==> src/design/gds_pkg.sv <==
// ----------------------------------------------------------------------------
// gds_pkg: shared types and calendar helpers
// Action codes, controller states, command/status bundles and the month and
// leap-year functions used by the date stepper.
// ----------------------------------------------------------------------------
package gds_pkg;

  localparam int unsigned YearW  = 14;
  localparam int unsigned MonthW = 4;
  localparam int unsigned DayW   = 5;
  localparam int unsigned DeltaW = 13;
  localparam int unsigned StepW  = 12;
  localparam int unsigned WdayW  = 3;

  localparam int unsigned SDataW = 40;
  localparam int unsigned SUserW = 2;
  localparam int unsigned MDataW = 32;

  localparam logic [YearW-1:0] YearMin  = YearW'(1);
  localparam logic [YearW-1:0] YearMax  = YearW'(9999);
  localparam logic [StepW-1:0] MaxSteps = StepW'(4095);

  typedef enum logic [1:0] {
    ACT_LOAD = 2'd0,
    ACT_ADD  = 2'd1,
    ACT_CMP  = 2'd2,
    ACT_NONE = 2'd3
  } action_e;

  typedef enum logic [2:0] {
    ST_IDLE,
    ST_EXEC,
    ST_STEP,
    ST_WD0,
    ST_WD1,
    ST_WD2,
    ST_WD3,
    ST_DONE
  } state_e;

  typedef struct packed {
    logic latch;
    logic exec;
    logic step;
    logic wd0;
    logic wd1;
    logic wd2;
    logic wd3;
    logic out_load;
  } cmd_t;

  typedef struct packed {
    logic add_action;
    logic steps_zero;
  } stat_t;

  // Divisible by 25 via multiply by the inverse of 25 mod 2^14.
  function automatic logic is_leap(input logic [YearW-1:0] y);
    logic [2*YearW-1:0] prod;
    logic               div25;
    prod  = (2*YearW)'(y) * (2*YearW)'(7209);
    div25 = (prod[YearW-1:0] <= YearW'(655));
    return ((y[1:0] == 2'b00) && !div25) || ((y[3:0] == 4'b0000) && div25);
  endfunction

  function automatic logic [DayW-1:0] days_in(input logic leap,
                                               input logic [MonthW-1:0] m);
    logic [DayW-1:0] len;
    case (m)
      4'd1, 4'd3, 4'd5, 4'd7, 4'd8, 4'd10, 4'd12: len = DayW'(31);
      4'd4, 4'd6, 4'd9, 4'd11:                    len = DayW'(30);
      4'd2:                                       len = leap ? DayW'(29) : DayW'(28);
      default:                                    len = '0;
    endcase
    return len;
  endfunction

  // floor(3*(m+1)/5) for the shifted month 3..14
  function automatic logic [3:0] month_term(input logic [MonthW-1:0] m);
    logic [3:0] t;
    case (m)
      4'd3:    t = 4'd2;
      4'd4:    t = 4'd3;
      4'd5:    t = 4'd3;
      4'd6:    t = 4'd4;
      4'd7:    t = 4'd4;
      4'd8:    t = 4'd5;
      4'd9:    t = 4'd6;
      4'd10:   t = 4'd6;
      4'd11:   t = 4'd7;
      4'd12:   t = 4'd7;
      4'd13:   t = 4'd8;
      4'd14:   t = 4'd9;
      default: t = 4'd0;
    endcase
    return t;
  endfunction

endpackage

==> src/design/gds_ctrl.sv <==
// ----------------------------------------------------------------------------
// gds_ctrl: sequencer of the date stepper
// Takes a request, runs the action, the day steps and the weekday pipeline,
// then hands the result to the output register.
// ----------------------------------------------------------------------------
module gds_ctrl (
  input  logic           clk_i,
  input  logic           rst_ni,
  input  logic           s_axis_tvalid,
  output logic           s_axis_tready,
  output logic           m_axis_tvalid,
  input  logic           m_axis_tready,
  input  gds_pkg::stat_t stat_i,
  output gds_pkg::cmd_t  cmd_o
);
  import gds_pkg::*;

  state_e state_q, state_d;
  logic   m_valid_q, m_valid_d;

  always_ff @(posedge clk_i or negedge rst_ni) begin
    if (!rst_ni) begin
      state_q   <= ST_IDLE;
      m_valid_q <= 1'b0;
    end else begin
      state_q   <= state_d;
      m_valid_q <= m_valid_d;
    end
  end

  always_comb begin
    state_d       = state_q;
    cmd_o         = '0;
    s_axis_tready = 1'b0;
    case (state_q)
      ST_IDLE: begin
        s_axis_tready = 1'b1;
        if (s_axis_tvalid) begin
          cmd_o.latch = 1'b1;
          state_d     = ST_EXEC;
        end
      end
      ST_EXEC: begin
        cmd_o.exec = 1'b1;
        state_d    = stat_i.add_action ? ST_STEP : ST_WD0;
      end
      ST_STEP: begin
        if (stat_i.steps_zero) begin
          state_d = ST_WD0;
        end else begin
          cmd_o.step = 1'b1;
        end
      end
      ST_WD0: begin
        cmd_o.wd0 = 1'b1;
        state_d   = ST_WD1;
      end
      ST_WD1: begin
        cmd_o.wd1 = 1'b1;
        state_d   = ST_WD2;
      end
      ST_WD2: begin
        cmd_o.wd2 = 1'b1;
        state_d   = ST_WD3;
      end
      ST_WD3: begin
        cmd_o.wd3 = 1'b1;
        state_d   = ST_DONE;
      end
      ST_DONE: begin
        // hold until the output register is free or drains this cycle
        if (!m_valid_q || m_axis_tready) begin
          cmd_o.out_load = 1'b1;
          state_d        = ST_IDLE;
        end
      end
      default: begin
        state_d = ST_IDLE;
      end
    endcase
  end

  always_comb begin
    m_valid_d = m_valid_q;
    if (cmd_o.out_load) begin
      m_valid_d = 1'b1;
    end else if (m_axis_tready) begin
      m_valid_d = 1'b0;
    end
  end

  assign m_axis_tvalid = m_valid_q;

  a_accept_to_exec: assert property (@(posedge clk_i) disable iff (!rst_ni)
    (s_axis_tvalid && s_axis_tready) |=> (state_q == ST_EXEC))
    else $error("accepted request did not start execution");

  a_no_overwrite: assert property (@(posedge clk_i) disable iff (!rst_ni)
    cmd_o.out_load |-> (!m_valid_q || m_axis_tready))
    else $error("result register overwritten while full");

  a_step_until_zero: assert property (@(posedge clk_i) disable iff (!rst_ni)
    (state_q == ST_STEP && !stat_i.steps_zero) |=> (state_q == ST_STEP))
    else $error("stepping left with steps pending");

endmodule

==> src/design/gds_datapath.sv <==
// ----------------------------------------------------------------------------
// gds_datapath: date registers, day stepper and weekday pipeline
// Holds the stored date, applies load/compare/step commands and computes the
// weekday over four registered stages.
// ----------------------------------------------------------------------------
module gds_datapath (
  input  logic                        clk_i,
  input  logic                        rst_ni,
  input  gds_pkg::cmd_t               cmd_i,
  output gds_pkg::stat_t              stat_o,
  input  logic [gds_pkg::SUserW-1:0]  s_axis_tuser,
  input  logic [gds_pkg::SDataW-1:0]  s_axis_tdata,
  output logic [gds_pkg::MDataW-1:0]  m_axis_tdata
);
  import gds_pkg::*;

  // latched request
  action_e           act_q;
  logic [DeltaW-1:0] delta_q;
  logic [YearW-1:0]  iy_q;
  logic [MonthW-1:0] im_q;
  logic [DayW-1:0]   id_q;

  // stored date and step count
  logic [YearW-1:0]  cur_year_q, cur_year_d;
  logic [MonthW-1:0] cur_month_q, cur_month_d;
  logic [DayW-1:0]   cur_day_q, cur_day_d;
  logic [StepW-1:0]  steps_q, steps_d;
  logic              eq_q, eq_d;
  logic              err_q, err_d;

  // weekday pipeline
  logic [YearW-1:0]  wy_q, wy_d;
  logic [MonthW-1:0] wm_q, wm_d;
  logic [DayW-1:0]   wd_q;
  logic [25:0]       wp_q;
  logic [YearW-1:0]  ws_q;
  logic [27:0]       wprod_q;
  logic [WdayW-1:0]  weekday_q;
  logic [MDataW-1:0] out_q;

  logic              back;
  logic [DeltaW-1:0] mag;
  logic [StepW-1:0]  mag_cap;
  logic [DayW-1:0]   cur_len;
  logic              load_ok;
  logic              blocked;
  logic [6:0]        cent;
  logic [14:0]       ssum;
  logic [10:0]       quot;
  logic [YearW-1:0]  rem;

  always_ff @(posedge clk_i) begin
    if (cmd_i.latch) begin
      act_q   <= action_e'(s_axis_tuser[1:0]);
      delta_q <= s_axis_tdata[12:0];
      iy_q    <= s_axis_tdata[26:13];
      im_q    <= s_axis_tdata[30:27];
      id_q    <= s_axis_tdata[35:31];
    end
  end

  assign back    = delta_q[DeltaW-1];
  assign mag     = back ? (~delta_q + DeltaW'(1)) : delta_q;
  assign mag_cap = (mag > DeltaW'(MaxSteps)) ? MaxSteps : mag[StepW-1:0];
  assign cur_len = days_in(is_leap(cur_year_q), cur_month_q);
  assign load_ok = (iy_q >= YearMin) && (iy_q <= YearMax) && (id_q != '0) &&
                   (id_q <= days_in(is_leap(iy_q), im_q));
  assign blocked = back ?
      ((cur_day_q <= DayW'(1)) && (cur_month_q <= MonthW'(1)) && (cur_year_q <= YearMin)) :
      ((cur_day_q >= cur_len) && (cur_month_q >= MonthW'(12)) && (cur_year_q >= YearMax));

  always_comb begin
    cur_year_d  = cur_year_q;
    cur_month_d = cur_month_q;
    cur_day_d   = cur_day_q;
    steps_d     = steps_q;
    eq_d        = eq_q;
    err_d       = err_q;
    if (cmd_i.exec) begin
      eq_d  = 1'b0;
      err_d = 1'b0;
      case (act_q)
        ACT_LOAD: begin
          if (load_ok) begin
            cur_year_d  = iy_q;
            cur_month_d = im_q;
            cur_day_d   = id_q;
          end else begin
            err_d = 1'b1;
          end
        end
        ACT_ADD: begin
          steps_d = mag_cap;
        end
        ACT_CMP: begin
          eq_d = (iy_q == cur_year_q) && (im_q == cur_month_q) && (id_q == cur_day_q);
        end
        default: begin
          eq_d = 1'b0;
        end
      endcase
    end else if (cmd_i.step) begin
      if (blocked) begin
        // drop the remaining steps at the range limit
        err_d   = 1'b1;
        steps_d = '0;
      end else begin
        steps_d = steps_q - StepW'(1);
        if (!back) begin
          if (cur_day_q < cur_len) begin
            cur_day_d = cur_day_q + DayW'(1);
          end else if (cur_month_q < MonthW'(12)) begin
            cur_month_d = cur_month_q + MonthW'(1);
            cur_day_d   = DayW'(1);
          end else begin
            cur_year_d  = cur_year_q + YearW'(1);
            cur_month_d = MonthW'(1);
            cur_day_d   = DayW'(1);
          end
        end else begin
          if (cur_day_q > DayW'(1)) begin
            cur_day_d = cur_day_q - DayW'(1);
          end else if (cur_month_q > MonthW'(1)) begin
            cur_month_d = cur_month_q - MonthW'(1);
            cur_day_d   = days_in(is_leap(cur_year_q), cur_month_q - MonthW'(1));
          end else begin
            cur_year_d  = cur_year_q - YearW'(1);
            cur_month_d = MonthW'(12);
            cur_day_d   = DayW'(31);
          end
        end
      end
    end
  end

  always_ff @(posedge clk_i or negedge rst_ni) begin
    if (!rst_ni) begin
      cur_year_q  <= YearW'(1);
      cur_month_q <= MonthW'(1);
      cur_day_q   <= DayW'(1);
      steps_q     <= '0;
      eq_q        <= 1'b0;
      err_q       <= 1'b0;
    end else begin
      cur_year_q  <= cur_year_d;
      cur_month_q <= cur_month_d;
      cur_day_q   <= cur_day_d;
      steps_q     <= steps_d;
      eq_q        <= eq_d;
      err_q       <= err_d;
    end
  end

  // January and February count as months 13 and 14 of the previous year
  always_comb begin
    if (cur_month_q <= MonthW'(2)) begin
      wm_d = cur_month_q + MonthW'(12);
      wy_d = cur_year_q - YearW'(1);
    end else begin
      wm_d = cur_month_q;
      wy_d = cur_year_q;
    end
  end

  // year/100 by reciprocal, sum mod 7 by reciprocal and correction
  assign cent = wp_q[25:19];
  assign ssum = 15'(wd_q) + 15'({wm_q, 1'b0}) + 15'(month_term(wm_q)) + 15'(wy_q) +
                15'(wy_q[YearW-1:2]) - 15'(cent) + 15'(cent[6:2]);
  assign quot = wprod_q[27:17];
  assign rem  = ws_q - YearW'(YearW'(quot) * YearW'(7));

  always_ff @(posedge clk_i) begin
    if (cmd_i.wd0) begin
      wy_q <= wy_d;
      wm_q <= wm_d;
      wd_q <= cur_day_q;
      wp_q <= 26'(26'(wy_d) * 26'd5243);
    end
    if (cmd_i.wd1) begin
      ws_q <= ssum[YearW-1:0];
    end
    if (cmd_i.wd2) begin
      wprod_q <= 28'(28'(ws_q) * 28'd18725);
    end
    if (cmd_i.wd3) begin
      weekday_q <= rem[WdayW-1:0];
    end
    if (cmd_i.out_load) begin
      out_q <= {4'b0000, err_q, eq_q, weekday_q, cur_day_q, cur_month_q, cur_year_q};
    end
  end

  assign stat_o.add_action   = (act_q == ACT_ADD);
  assign stat_o.steps_zero   = (steps_q == '0);
  assign m_axis_tdata        = out_q;

  a_block_clears: assert property (@(posedge clk_i) disable iff (!rst_ni)
    (cmd_i.step && blocked) |=> ((steps_q == '0) && err_q))
    else $error("range limit did not drop the remaining steps");

  a_weekday_range: assert property (@(posedge clk_i) disable iff (!rst_ni)
    cmd_i.wd3 |=> (weekday_q <= WdayW'(6)))
    else $error("weekday reduction out of range");

  a_month_range: assert property (@(posedge clk_i) disable iff (!rst_ni)
    (cur_month_q >= MonthW'(1)) && (cur_month_q <= MonthW'(12)))
    else $error("stored month out of range");

endmodule

==> src/design/gregorian_date_stepper.sv <==
// ----------------------------------------------------------------------------
// gregorian_date_stepper: Gregorian date register with day stepping
// Loads, steps or compares a stored date and reports it with its weekday.
// ----------------------------------------------------------------------------
// Usage:
//   Each request on the slave stream carries an action in tuser (load, add
//   signed day count, compare, none) and the operands in tdata. Exactly one
//   result leaves on the master stream: the stored date after the action,
//   its weekday (0 Monday), the compare flag and the range error flag.
//   Load, compare and none run the action and then the weekday reduction;
//   an add of N days steps the date in between, since the day stepper
//   advances the date by one day per cycle (N capped at 4095; a range
//   limit ends the stepping early). The weekday comes from a four-stage
//   reduction after the action, and the finished result is then written
//   into the output register before it leaves on the master stream.
//   One request is in flight at a time; the next is taken as soon as the
//   result sits in the output register, even if the receiver stalls it.
//   A stalled result holds its data; a second finished result waits inside
//   the block until the output register drains.
//   Reset sets the date to 0001-01-01 (Monday) and empties the output.
// ----------------------------------------------------------------------------
module gregorian_date_stepper (
  input  logic                        clk_i,
  input  logic                        rst_ni,
  input  logic                        s_axis_tvalid,
  output logic                        s_axis_tready,
  // [1:0] action
  input  logic [gds_pkg::SUserW-1:0]  s_axis_tuser,
  // [12:0] day_delta, [26:13] in_year, [30:27] in_month, [35:31] in_day
  input  logic [gds_pkg::SDataW-1:0]  s_axis_tdata,
  output logic                        m_axis_tvalid,
  input  logic                        m_axis_tready,
  // [13:0] out_year, [17:14] out_month, [22:18] out_day, [25:23] weekday,
  // [26] dates_equal, [27] range_error
  output logic [gds_pkg::MDataW-1:0]  m_axis_tdata
);
  import gds_pkg::*;

  cmd_t  cmd;
  stat_t stat;

  gds_ctrl u_ctrl (
    .clk_i         (clk_i),
    .rst_ni        (rst_ni),
    .s_axis_tvalid (s_axis_tvalid),
    .s_axis_tready (s_axis_tready),
    .m_axis_tvalid (m_axis_tvalid),
    .m_axis_tready (m_axis_tready),
    .stat_i        (stat),
    .cmd_o         (cmd)
  );

  gds_datapath u_datapath (
    .clk_i        (clk_i),
    .rst_ni       (rst_ni),
    .cmd_i        (cmd),
    .stat_o       (stat),
    .s_axis_tuser (s_axis_tuser),
    .s_axis_tdata (s_axis_tdata),
    .m_axis_tdata (m_axis_tdata)
  );

endmodule

==> config.mk <==
export PLATFORM = sky130hd
export DESIGN_NAME = gregorian_date_stepper
export DESIGN_NICKNAME = d
export VERILOG_FILES = /design/src/design/gds_pkg.sv /design/src/design/gds_ctrl.sv /design/src/design/gds_datapath.sv /design/src/design/gregorian_date_stepper.sv
export SDC_FILE = /design/constraint.sdc
export NUM_CORES = 1
export LEC_CHECK = 0
export BUFFER_PORTS_ARGS = -buffer_cell sky130_fd_sc_hd__buf_2
export CORE_MARGIN = 3
export CORE_UTILIZATION = 67
export CTS_BUF_LIST = sky130_fd_sc_hd__clkbuf_16
export CTS_CLUSTER_SIZE = 30
export DETAILED_ROUTE_END_ITERATION = 7
export PLACE_DENSITY_LB_ADDON = 0.1
export SYNTH_ARGS = -nofsm -noshare
export SYNTH_HDL_FRONTEND = slang
export SYNTH_SLANG_ARGS = --single-unit
==> constraint.sdc <==
create_clock -name clk_i -period 16.2 [get_ports clk_i]
set_input_delay 2.43 -clock clk_i [delete_from_list [all_inputs] [get_ports clk_i]]
set_output_delay 2.43 -clock clk_i [all_outputs]
set_load 0.01 [all_outputs]
==> results of run 1 <==
==> synth_stat cells (6+ instances only) <==
| cell type | n |
|---|---|
| ha_1 | 306 |
| inv_1 | 294 |
| fa_1 | 136 |
| edfxtp_1 | 116 |
| nand2_1 | 84 |
| o21ai_0 | 75 |
| xnor2_1 | 69 |
| a21oi_1 | 66 |
| nor2_1 | 56 |
| xor2_1 | 48 |
| dfrtp_1 | 38 |
| nor3_1 | 35 |
| nand3_1 | 29 |
| clkbuf_1 | 22 |
| a21o_1 | 18 |
| nor4_1 | 17 |
| o22ai_1 | 17 |
| buf_2 | 14 |
| a2bb2oi_1 | 13 |
| nor2b_1 | 12 |
| nand2b_1 | 11 |
| nand4_1 | 9 |
| o31ai_1 | 9 |
| a211oi_1 | 8 |
| or3_1 | 8 |
| buf_4 | 7 |
| mux2i_1 | 7 |
| o21a_1 | 7 |
| a31oi_1 | 6 |
==> worst max-delay path, cell delays in order, from the launching register on <==
cell	delay [ns]
dfrtp_1	0.80
ha_1	0.36
ha_1	0.31
ha_1	0.28
inv_1	0.06
fa_1	0.53
inv_1	0.04
ha_1	0.22
fa_1	0.43
a211oi_1	0.36
nor3b_1	0.13
nor2_1	0.15
mux2i_1	0.10
or4_4	0.56
o2111ai_1	0.21
nand4_1	0.15
ha_1	0.29
nand2b_1	0.09
a21o_1	0.11
a21oi_1	0.06
o21a_1	0.18
o21ai_1	0.94
o22a_1	1.00
nor2_2	0.21
mux2_2	0.34
==> routing by layer <==
| metal | wire [µm] | GRT usage (%) | vias up |
|---|---|---|---|
| met2 | 17600 | 47.4 | 510 |
| met4 | 1190 | 10.3 | 0 |
| met1 | 16100 | 40.4 | 5876 |
| met3 | 2690 | 4.01 | 110 |
| met5 | 0 | 0 | - |
| li1 | - | - | 5692 |
==> cell type report <==
type,instances,area [µm²],share of cell area (%)
clock buffers,17,425,2.35
clock inverters,15,194,1.07
inverters,295,1110,6.13
multi-input cells,1139,10900,60.4
flip-flops and latches,161,4590,25.4
well taps,324,405,2.24
repair buffers,81,430,2.38
==> registers in the layout, summed over array words and instances (netlist names), 8 cells and up, named ones only <==
name / flops
u_datapath.iy_q: 14
u_datapath.delta_q: 13
u_datapath.wy_q: 13
u_datapath.m_axis_tdata: 28
u_datapath.ws_q: 14
u_datapath.steps_q: 12
u_datapath.cur_year_q: 14
u_datapath.wp_q: 8
==> kinds of logic after synthesis <==
| kind of cell | synth area share [%] |
|---|---|
| AOI/OAI and AO/OA | 10.4 |
| adders and majority gates | 38.9 |
| xor gates and xnor gates | 6.08 |
| buffers and inverters | 8.09 |
| muxes | 0.750 |
| and+or+nand+nor | 8.51 |
| other | 0.0223 |
| DFF | 27.3 |
==> per-stage QoR <==
step           area (µm²)  hold slack [ns]  utilization, %
2_1_floorplan       16900            0.400               -
3_3_place_gp        17500            0.404            71.2
3_5_place_dp        17500            0.406            71.2
4_1_cts             18100            0.424            73.7
5_1_grt             18100            0.439            73.7
6_report            18100            0.424            73.7
==> final timing paths <==
check	slack, ns	end	start	cells after the start
setup / recovery	8.19	u_datapath.cur_month_q[3]	u_datapath.cur_year_q[6]	24
hold / removal	0.42	u_datapath.m_axis_tdata[24]	u_datapath.weekday_q[1]	0
setup reg to reg	8.19	u_datapath.cur_month_q[3]	u_datapath.cur_year_q[6]	24
hold reg to reg	0.42	u_datapath.m_axis_tdata[24]	u_datapath.weekday_q[1]	0
max in group asynchronous	13.37	u_datapath.cur_year_q[9]	rst_ni	1
min in group asynchronous	2.17	u_ctrl.m_axis_tvalid	rst_ni	1
==> qor.yml, run 1 <==
synth:
  yosys.area.top_type_share_pct: 22.7
  yosysSeqAreaShare_pct: 27.3
  synth_area_um2: 16900
  synthCells: 1640
  synth_seq_cells: 161
  yosys-top-cells-area: "ha_1 23%, edfxtp_1 21%, fa_1 16%"
  syn-mean-instance-area_um2: 10.3
  synthArstFlopShare_pct: 25.5
  synth_cell_types: 78
  synth_edf_count: 116
  synth.largest_area_cell: "ha_1"
  synth_warnings: 0
  synthFlopType: "edfxtp_1"
die:
  io_pins: 80
  fp.dieW_um: 165
  fp.dieH_um: 165
  coreArea_um2: 24500
  die_area_um2: 27100
  initial_core_util_pct: 68.7
  placementRows: 57
status:
  status: "completed"
grt:
  overflow: 0
  grt_max_degree: 54
  grt_first_pass_wirelength_um: 62000
  antenna_found_initial: 0
  grt.total_usage_pct: 29.2
  grt_pass1_vias: 12500
min_path:
  hp-class: "reg2reg"
setup_path:
  startpoint_type: "flop"
  crit_path_max_fanout: 27
  worstSetupPathType: "reg2reg"
  cp_data_arrival_time_ns: 8.35
  required_ns: 16.54
  end_kind: "flop"
cells_and_area:
  n_fill_cell: 1749
  antenna_cells: 0
  final_cells: 2032
  area_growth_pct: 7.26
  final_cell_mix: "306 x ha_1, 294 x inv_1, 136 x fa_1, 116 x edfxtp_1, 84 x nand2_1"
  nets: 2183
  final_common_cell: "ha_1"
  final_layout_size_suffix_gt1_share_pct: 8.26
drt:
  routedWlPerCell_um: 18.5
  first_pass_iters: 8
  vias: 12200
  wl_um: 37600
  drt-initial-drc-count: 924
  drc: 0
  ant_nets: 0
  vias_per_cell: 6.00
clock_tree:
  postCtsSetupRepairBufs: 0
  clk_pin_slew_ns: 0.08
  cts-resized-gates: 0
  hold_buffers: 0
  cts_root_buf: "clkbuf_16"
  numCtsBuffers: 17
  htreeDepth: 4
  insertion_delay_ns: 0.44
  cts.sinks: 161
  clockBufferDepth: 2
  cts_tree: "built"
sta:
  setup_viol: 0
  rsz0062_at_grt: "no"
  setup_ws_ns: 8.19
  max_freq_mhz: 125
  finalHoldViolCount: 0
  slew_violations: 0
  fin_crit_ns: 8.01
  clock_skew_ns: 0.0164
  final.setup.tns_ns: 0
  relSlewSlack_pct: 18.1
  worst_pin_slew_ns: 1.22
  period_share_pct: 49.5
placed_design:
  place_ws_ns: 8.32
  dpl.hpwl_um: 29100
  place_inst: 2000
  port_buffers: 71
  gp_congestion: 0.931
flow_run:
  cap_violations: 0
Power of run 1 is not shown: default switching activity piles up to over one toggle a cycle in this logic, so the estimate is an artifact.
==> run 2, diff against run 1 <==
CORE_UTILIZATION = 58   (was 67)
clock period = 7 ns   (was 16.2 ns; I/O delays follow)
==> run 2 against run 1 <==
- routed wire length shrank 1.3%
- hold slack worse by 0.0011 ns
- utilization down 8.3 points
- sequential cell count is the same
- via count decreased by 1.1%
- sequential share of layout area decreased by 0.52 points
- clock skew about the same
- maximum frequency grew 20%
- global-route usage shrank 4.0 points
- largest cell class unchanged
- highest routed layer unchanged
==> qor.yml, run 2 (synthesis results as in run 1) <==
status:
  status: "completed"
cells_and_area:
  area_growth_pct: 9.52
  final_design_area_no_fill_um2: 18500  # +2.1%
  final_common_cell: "ha_1"
  largest_register_ffs: 28  # unchanged
  final_cell_mix: "305 x ha_1, 294 x inv_1, 136 x fa_1, 116 x edfxtp_1, 84 x nand2_1"
  antenna_cells: 0  # unchanged
  nets: 2219  # +1.6%
  final_layout_size_suffix_gt1_share_pct: 10.5  # +2.2 points
clock_tree:
  clockBufferDepth: 2  # unchanged
  numCtsBuffers: 17  # unchanged
  clk_pin_slew_ns: 0.07  # about the same
  cts_tree: "built"
  insertion_delay_ns: 0.44  # about the same
  postCtsSetupRepairBufs: 0  # unchanged
  cts_root_buf: "clkbuf_16"
  cts.sinks: 161  # unchanged
  htreeDepth: 4  # unchanged
drt:
  drc: 0  # unchanged
  wl_um: 37100  # -1.3%
  vias: 12100  # -1.1%
  ant_nets: 0  # unchanged
  drt-initial-drc-count: 621  # -33%
  first_pass_iters: 6  # -2
  routedWlPerCell_um: 17.5  # -5.5%
  vias_per_cell: 5.68  # -5.3%
die:
  coreArea_um2: 28200  # +15%
  die_area_um2: 31100  # +15%
  placementRows: 61  # +7.0%
  fp.dieW_um: 176  # +7.2%
  io_pins: 80  # unchanged
  initial_core_util_pct: 59.7  # -9.0 points
  fp.dieH_um: 176  # +7.2%
sta:
  max_freq_mhz: 150  # +20%
  rsz0062_at_grt: "yes"
  relSlewSlack_pct: 20.6  # +2.5 points
  clock_skew_ns: 0.0164  # +0.0000351 ns
  slew_violations: 0  # unchanged
  fin_crit_ns: 6.68  # -1.33 ns
  period_share_pct: 95.5  # +46 points
  worst_pin_slew_ns: 1.18  # -0.0420 ns
  final.setup.tns_ns: 0  # unchanged
  setup_viol: 0  # unchanged
  finalHoldViolCount: 0  # unchanged
grt:
  grt_max_degree: 53  # -1.9%
  antenna_found_initial: 0  # unchanged
  grt_pass1_vias: 12400  # -0.66%
  overflow: 0  # unchanged
  grt.total_usage_pct: 25.1  # -4.0 points
  grt_first_pass_wirelength_um: 62400  # +0.60%
min_path:
  worstHoldStart: "u_datapath.weekday_q[2]"
  hp-class: "reg2reg"
setup_path:
  r2r_slack_ns: 0.32  # -7.87 ns
  startpoint: "u_datapath.cur_month_q[0]"
  crit_path_max_fanout: 11  # -59%
  endpoint: "u_datapath.wp_q[25]"
  r2r-start: "u_datapath.cur_month_q[0]"
  r2r_end: "u_datapath.wp_q[25]"
  startpoint_type: "flop"
  cp_data_arrival_time_ns: 6.86  # -1.49 ns
  required_ns: 7.18  # -9.36 ns
  reg2reg_depth: 21  # -13%
  worstSetupPathType: "reg2reg"
  end_kind: "flop"
placed_design:
  placed_cell_area_um2: 17800  # +1.9%
  port_buffers: 71  # unchanged
  dpl.hpwl_um: 29600  # +1.6%
  gp_congestion: 0.882  # -5.2%
flow_run:
  cap_violations: 0  # unchanged
-- run 2: how the worst min path moves through the flow --
| stage | depth (start not counted) | slack (ns) | endpoint |
|---|---|---|---|
| global route | 0 | 0.45 | u_datapath.m_axis_tdata[25] |
| floorplan | 0 | 0.40 | u_datapath.m_axis_tdata[23] |
| detailed placement | 0 | 0.41 | u_datapath.m_axis_tdata[25] |
| finish | 0 | 0.42 | u_datapath.m_axis_tdata[25] |
| global placement | 0 | 0.41 | u_datapath.m_axis_tdata[24] |
| CTS | 0 | 0.42 | u_datapath.m_axis_tdata[25] |
-- run 2: layout make-up --
cell class	instances	area, µm²
timing repair buffer	117	701
multi-input combinational	1139	11000
tap	378	473
sequential	161	4590
fill	2262	9780
inverter	295	1110
clock buffer	17	425
clock inverter	15	199
-- run 2: per-layer routing --
metal / share of wire, % / vias up / wire (µm) / GRT usage [%]
met5: 0 / - / 0 / 0
met4: 1.7 / 0 / 636 / 6.06
met3: 5.1 / 59 / 1910 / 3.59
met2: 48 / 329 / 17800 / 42.5
met1: 45 / 5885 / 16700 / 34.6
li1: - / 5777 / - / -
-- run 2: per-stage QoR --
stage          setup slack [ns]  hold slack [ns]  utilization (%)  instances
2_1_floorplan            0.0413            0.400                -       1643
3_3_place_gp              0.260            0.406             63.0       2090
3_5_place_dp              0.237            0.408             63.0       2090
4_1_cts                   0.190            0.424             65.2       2122
5_1_grt                 -0.0488            0.448             65.4       2122
6_report                  0.316            0.423             65.4       2122
-- run 2: repair_timing --
action,CTS,global route
hold buffers,0,0
setup endpoints to repair,0,5
gates resized for setup,0,9
hold endpoints to repair,0,0
-- run 2: critical path, cell delays in order, from the launching register on --
cell and delay, ns:
dfstp_2 0.44, inv_1 0.10, ha_1 0.31, o21a_1 0.19, nand4_1 0.22, or3_1 0.43
xnor2_1 0.13, buf_4 0.20, fa_1 0.51, ha_1 0.32, fa_1 0.48, fa_1 0.52
fa_1 0.49, ha_1 0.34, a211oi_2 0.26, o211ai_1 0.16, o31ai_1 0.25, a31oi_1 0.15
a211o_1 0.37, o31a_1 0.28, a21oi_1 0.18, xnor2_1 0.09
Power of run 2 is left out for the same reason.
